<file path="config.mk">
export PLATFORM = sky130hd
export DESIGN_NAME = lzss_ctrl
export DESIGN_NICKNAME = d
export VERILOG_FILES = /design/src/hw/rtl/lzss_pkg.sv /design/src/hw/rtl/lzss_ctrl.sv
export SDC_FILE = /design/constraint.sdc
export NUM_CORES = 1
export LEC_CHECK = 0
export BUFFER_PORTS_ARGS = -buffer_cell sky130_fd_sc_hd__clkbuf_2
export CAP_MARGIN = 20
export CELL_PAD_IN_SITES_DETAIL_PLACEMENT = 1
export CELL_PAD_IN_SITES_GLOBAL_PLACEMENT = 2
export CORE_MARGIN = 2
export CORE_UTILIZATION = 23
export CTS_BUF_LIST = sky130_fd_sc_hd__clkbuf_8 sky130_fd_sc_hd__clkbuf_16
export CTS_CLUSTER_SIZE = 12
export DETAILED_ROUTE_END_ITERATION = 16
export GPL_ROUTABILITY_DRIVEN = 0
export PLACE_DENSITY = 0.77
export SYNTH_ARGS = -nofsm -noshare
export SYNTH_HDL_FRONTEND = slang
export SYNTH_SLANG_ARGS = --single-unit
export TNS_END_PERCENT = 30
</file>
<file path="constraint.sdc">
create_clock -name clk -period 2.9 [get_ports clk]
set_input_delay 0.145 -clock clk [delete_from_list [all_inputs] [get_ports clk]]
set_output_delay 0.145 -clock clk [all_outputs]
set_load 0.1 [all_outputs]
</file>
<file path="src/hw/rtl/lzss_pkg.sv">
// shared types and constants of the lzss stream decompressor
// no dependencies; imported by every module of the block
package lzss_pkg;

    localparam int BYTE_W     = 8;
    localparam int CFG_IDX_W  = 1;
    localparam int CFG_DATA_W = 5;
    localparam int LB_W       = 3;
    localparam int LM_W       = 5;
    localparam int FLAGS_W    = 4;
    localparam int LEN_W      = 6;
    localparam int WORD_W     = 16;

    // configuration register indexes
    localparam logic [CFG_IDX_W-1:0] REG_LENGTH_BITS = 1'b0;
    localparam logic [CFG_IDX_W-1:0] REG_LENGTH_MASK = 1'b1;

    localparam logic [LB_W-1:0]    LENGTH_BITS_RESET = 3'd4;
    localparam logic [LM_W-1:0]    LENGTH_MASK_RESET = 5'd15;
    localparam logic [FLAGS_W-1:0] GROUP_SIZE        = 4'd8;
    localparam logic [LEN_W-1:0]   MIN_MATCH         = 6'd3;

    // parser position inside a flag group
    typedef enum logic [1:0] {
        PH_FLAG,
        PH_BODY,
        PH_HIGH
    } phase_t;

    typedef enum logic [2:0] {
        ST_CLEAR_RST,
        ST_IDLE,
        ST_DECODE,
        ST_CLEAR_NS,
        ST_LIT,
        ST_COPY_RD,
        ST_COPY_WR
    } ctrl_state_t;

    // commands from controller to datapath
    typedef struct packed {
        logic accept;
        logic start;
        logic clear_step;
        logic load_flag;
        logic set_low;
        logic set_done;
        logic start_copy;
        logic rd;
        logic emit_lit;
        logic emit_copy;
        logic item_done;
    } dp_cmd_t;

    // status from datapath to controller
    typedef struct packed {
        logic   ns_pending;
        logic   stream_done;
        phase_t phase;
        logic   flag_bit;
        logic   word_zero;
        logic   clear_last;
        logic   copy_last;
        logic   out_free;
    } dp_status_t;

endpackage

</file>
<file path="src/hw/rtl/lzss_ctrl.sv">
// controller: sequences clearing, parsing, literals and reference copies
// depends on lzss_pkg; commands lzss_dpath through dp_cmd_t
module lzss_ctrl
    import lzss_pkg::*;
(
    input  logic       clk,
    input  logic       rst_n,
    input  logic       in_valid,
    output logic       in_ready,
    input  dp_status_t status,
    output dp_cmd_t    cmd
);

    ctrl_state_t state_reg, state_next;

    // state register
    always_ff @(posedge clk or negedge rst_n)
    begin
        if (!rst_n)
        begin
            state_reg <= ST_CLEAR_RST;
        end
        else
        begin
            state_reg <= state_next;
        end
    end

    // next state and commands
    always_comb
    begin
        state_next = state_reg;
        cmd        = '0;
        in_ready   = 1'b0;
        case (state_reg)
            ST_CLEAR_RST:
            begin
                cmd.clear_step = 1'b1;
                if (status.clear_last)
                begin
                    state_next = ST_IDLE;
                end
            end
            ST_IDLE:
            begin
                in_ready = 1'b1;
                if (in_valid)
                begin
                    cmd.accept = 1'b1;
                    state_next = ST_DECODE;
                end
            end
            ST_DECODE:
            begin
                state_next = ST_IDLE;
                if (status.ns_pending)
                begin
                    cmd.start  = 1'b1;
                    state_next = ST_CLEAR_NS;
                end
                else if (!status.stream_done)
                begin
                    case (status.phase)
                        PH_FLAG: cmd.load_flag = 1'b1;
                        PH_BODY:
                        begin
                            if (status.flag_bit)
                            begin
                                state_next = ST_LIT;
                            end
                            else
                            begin
                                cmd.set_low = 1'b1;
                            end
                        end
                        PH_HIGH:
                        begin
                            if (status.word_zero)
                            begin
                                cmd.set_done = 1'b1;
                            end
                            else
                            begin
                                cmd.start_copy = 1'b1;
                                state_next     = ST_COPY_RD;
                            end
                        end
                        default: ;
                    endcase
                end
            end
            ST_CLEAR_NS:
            begin
                // the byte that opened the stream is parsed once history is zero
                cmd.clear_step = 1'b1;
                if (status.clear_last)
                begin
                    state_next = ST_DECODE;
                end
            end
            ST_LIT:
            begin
                if (status.out_free)
                begin
                    cmd.emit_lit  = 1'b1;
                    cmd.item_done = 1'b1;
                    state_next    = ST_IDLE;
                end
            end
            ST_COPY_RD:
            begin
                cmd.rd     = 1'b1;
                state_next = ST_COPY_WR;
            end
            ST_COPY_WR:
            begin
                if (status.out_free)
                begin
                    cmd.emit_copy = 1'b1;
                    if (status.copy_last)
                    begin
                        cmd.item_done = 1'b1;
                        state_next    = ST_IDLE;
                    end
                    else
                    begin
                        state_next = ST_COPY_RD;
                    end
                end
            end
            default: state_next = ST_IDLE;
        endcase
    end

endmodule

</file>
==> flow_summary.ini <==
[clocking]
cts.reportedPaths.clkPinSlew_ns = 0.03
h-tree-depth = 1
cts_root_buf = clkbuf_8
clockBufferDepth = 2
cts.sinks = 3
ctsResizeCount = 0
clk_latency_ns = 0.21
tritoncts = built
cts_buffers = 3

[floorplan]
num_io_pins = 24
die_w_um = 46.9
core_area_sq_mm = 0.00173
initial_core_util = 0.246
rows = 15
die-area_sq_mm = 0.00220
die_h_um = 46.9

[sta]
period_minus_slack_ns = 1.99
skew_ns = 0.00116
slew_headroom = 0.640
rsz0062_at_grt = false
max_freq_ghz = 0.503
tightest_slew_ns = 0.543
fin_crit_sh = 0.685
finalSetupViolCount = 0
drv_slew = 0
fin_hold_ws_ns = 0.285
hold_viol_final = 0

[setup_path]
cp_slowest_cell = dfrtp_1
cpPeakStageDelay_ns = 0.52
critical-path-top-delay-family = simple AND/OR/NAND/NOR gates
cp.arrival_ns = 1.84
cp_max_fo = 14
cp_num_buf_inv = 1
crit_required_ns = 2.76
cp-start-kind = register
cp_cell_sequence = nor4_4 > nor3b_2 > clkbuf_2
endpoint_kind = output pin
crit_type = register to output pin

[pwr]
internal_power_mw = 0.247
power_frac_comb = 0.641
netSwitchingPower_mw = 0.352
vdd_drop_max_uv = 371
p_leak_nw = 0.303
p_seq_frac = 0.170
power_density_mw_per_mm2 = 999
sw_frac_of_total = 0.588
clockPowerShare = 0.188

[synth]
yosysSeqAreaShare = 0.177
synth_cell_types = 26
syn_inst = 50
syn-num-nets = 66
synth_top_area_share = 0.177
synth_top_area_cell = dfrtp_1
netlist_top_cells_area = dfrtp_1, ha_1, buf_6
async_flop_share = 1.00
synth_seq_cells = 3
avgSynthCellArea_sq_um = 8.48
synthesis.area_sq_um = 424
yosys_warnings = 0
synth_edf_count = 0
synthFlopType = dfrtp_1

[routing]
drt_iter0_markers = 8
drc_errors = 0
wl_per_cell_um = 10.8
vias = 463
antenna_left = 0
drt-pass1-iter-count = 4
drt_wl_total_um = 1080
via_per_inst = 4.63

[hold_path]
hold_class = input port to asynchronous set/reset pin

[cells_and_area]
largest_reg_flops = 3
layout_common_cells = clkbuf_2, inv_1, nor3_1, ha_1
final_common_cell = clkbuf_2
num_antenna_cells = 0
area_growth_pct = 41.6
layout-drive-gt1-share = 0.413
finalInstanceArea_sq_um = 601
nets = 92

[status]
status = completed

[placement]
io_buffers = 23
post-dp-hpwl_um = 885
placed_cell_area_sq_um = 546

[global_routing]
grt_use_total = 0.114
overflow = 0
first_global_vias = 428
antenna_found_initial = 0
grt_max_degree = 15
grt_pass1_wl_um = 1860

[run]
cap_violations = 0
[cells by family after synthesis]
kind of cell    count (synthesis)  synth area share
simple gates                   29             0.481
compound gates                  8             0.133
buf+inv                         6            0.0914
fa+ha+maj                       4             0.118
flops                           3             0.177
[final timing paths]
path | to | cells past startpoint | startpoint | slack, ns
hold reg to reg | state_reg[0]$_DFFE_PN0P_ | 1 | state_reg[0]$_DFFE_PN0P_ | 0.73
setup reg to reg | state_reg[0]$_DFFE_PN0P_ | 3 | state_reg[2]$_DFFE_PN0P_ | 1.57
max in group asynchronous | state_reg[2]$_DFFE_PN0P_ | 2 | rst_n | 2.51
setup / recovery | cmd[4] | 3 | state_reg[2]$_DFFE_PN0P_ | 0.91
min in group clk | state_reg[1]$_DFFE_PN0P_ | 3 | in_valid | 0.29
hold / removal | state_reg[1]$_DFFE_PN0P_ | 2 | rst_n | 0.28
[what timing repair did]
action                                 CTS  global route
setup buffers                            0             0
hold buffers                             1             0
endpoints found under the hold margin    3             0
[layer usage]
layer  vias up  share of wire  routed length [um]  GRT usage
met3         0          0.074                  80     0.0231
met2        18           0.49                 532      0.184
li1        231              -                   -          -
met4         0              0                   0     0.0333
met1       214           0.43                 463      0.154
met5         -              0                   0          0
[worst register-to-register path: stages, from the launching register on]
cell	delay [ns]
dfrtp_1	0.52
nor4_1	0.32
nand4_1	0.14
a32o_1	0.23
[synth_stat cells (2+ instances only)]
library cell and count:
o21ai_0 3, nor3_1 4, ha_1 4, nor2_1 3, nor4_1 2, buf_6 2, dfrtp_1 3, and2_1 3
nor3b_1 2, nand2_1 3, nor2b_1 3, a32o_1 2, inv_1 3
[metrics by stage]
step	setup TNS, ns	std cells	worst slack (ns)	power [mW]	util
detailed placement	0	95	1.12	0.490	0.316
global placement	0	95	1.15	0.486	0.316
floorplan	-0.174	50	-0.0986	0.458	-
global route	0	100	0.794	0.636	0.348
CTS	0	100	0.897	0.608	0.348
finish	0	100	0.913	0.600	0.348
[power groups by stage]
stage | Combinational, mW | Sequential (mW) | Clock, mW
CTS | 0.388 | 0.104 | 0.116
finish | 0.385 | 0.102 | 0.113
global route | 0.403 | 0.110 | 0.123
detailed placement | 0.386 | 0.104 | 0
global placement | 0.384 | 0.103 | 0
floorplan | 0.394 | 0.0642 | 0
[layout make-up]
| type | instances | area, sq um |
|---|---|---|
| fill | 232 | 1130 |
| clock inverter | 1 | 3.75 |
| sequential | 3 | 75.1 |
| clock buffer | 3 | 41.3 |
| multi-input combinational | 41 | 313 |
| timing repair buffer | 24 | 125 |
| inverter | 3 | 11.3 |
| tap | 25 | 31.3 |
Power figures use the tool's default switching activity.
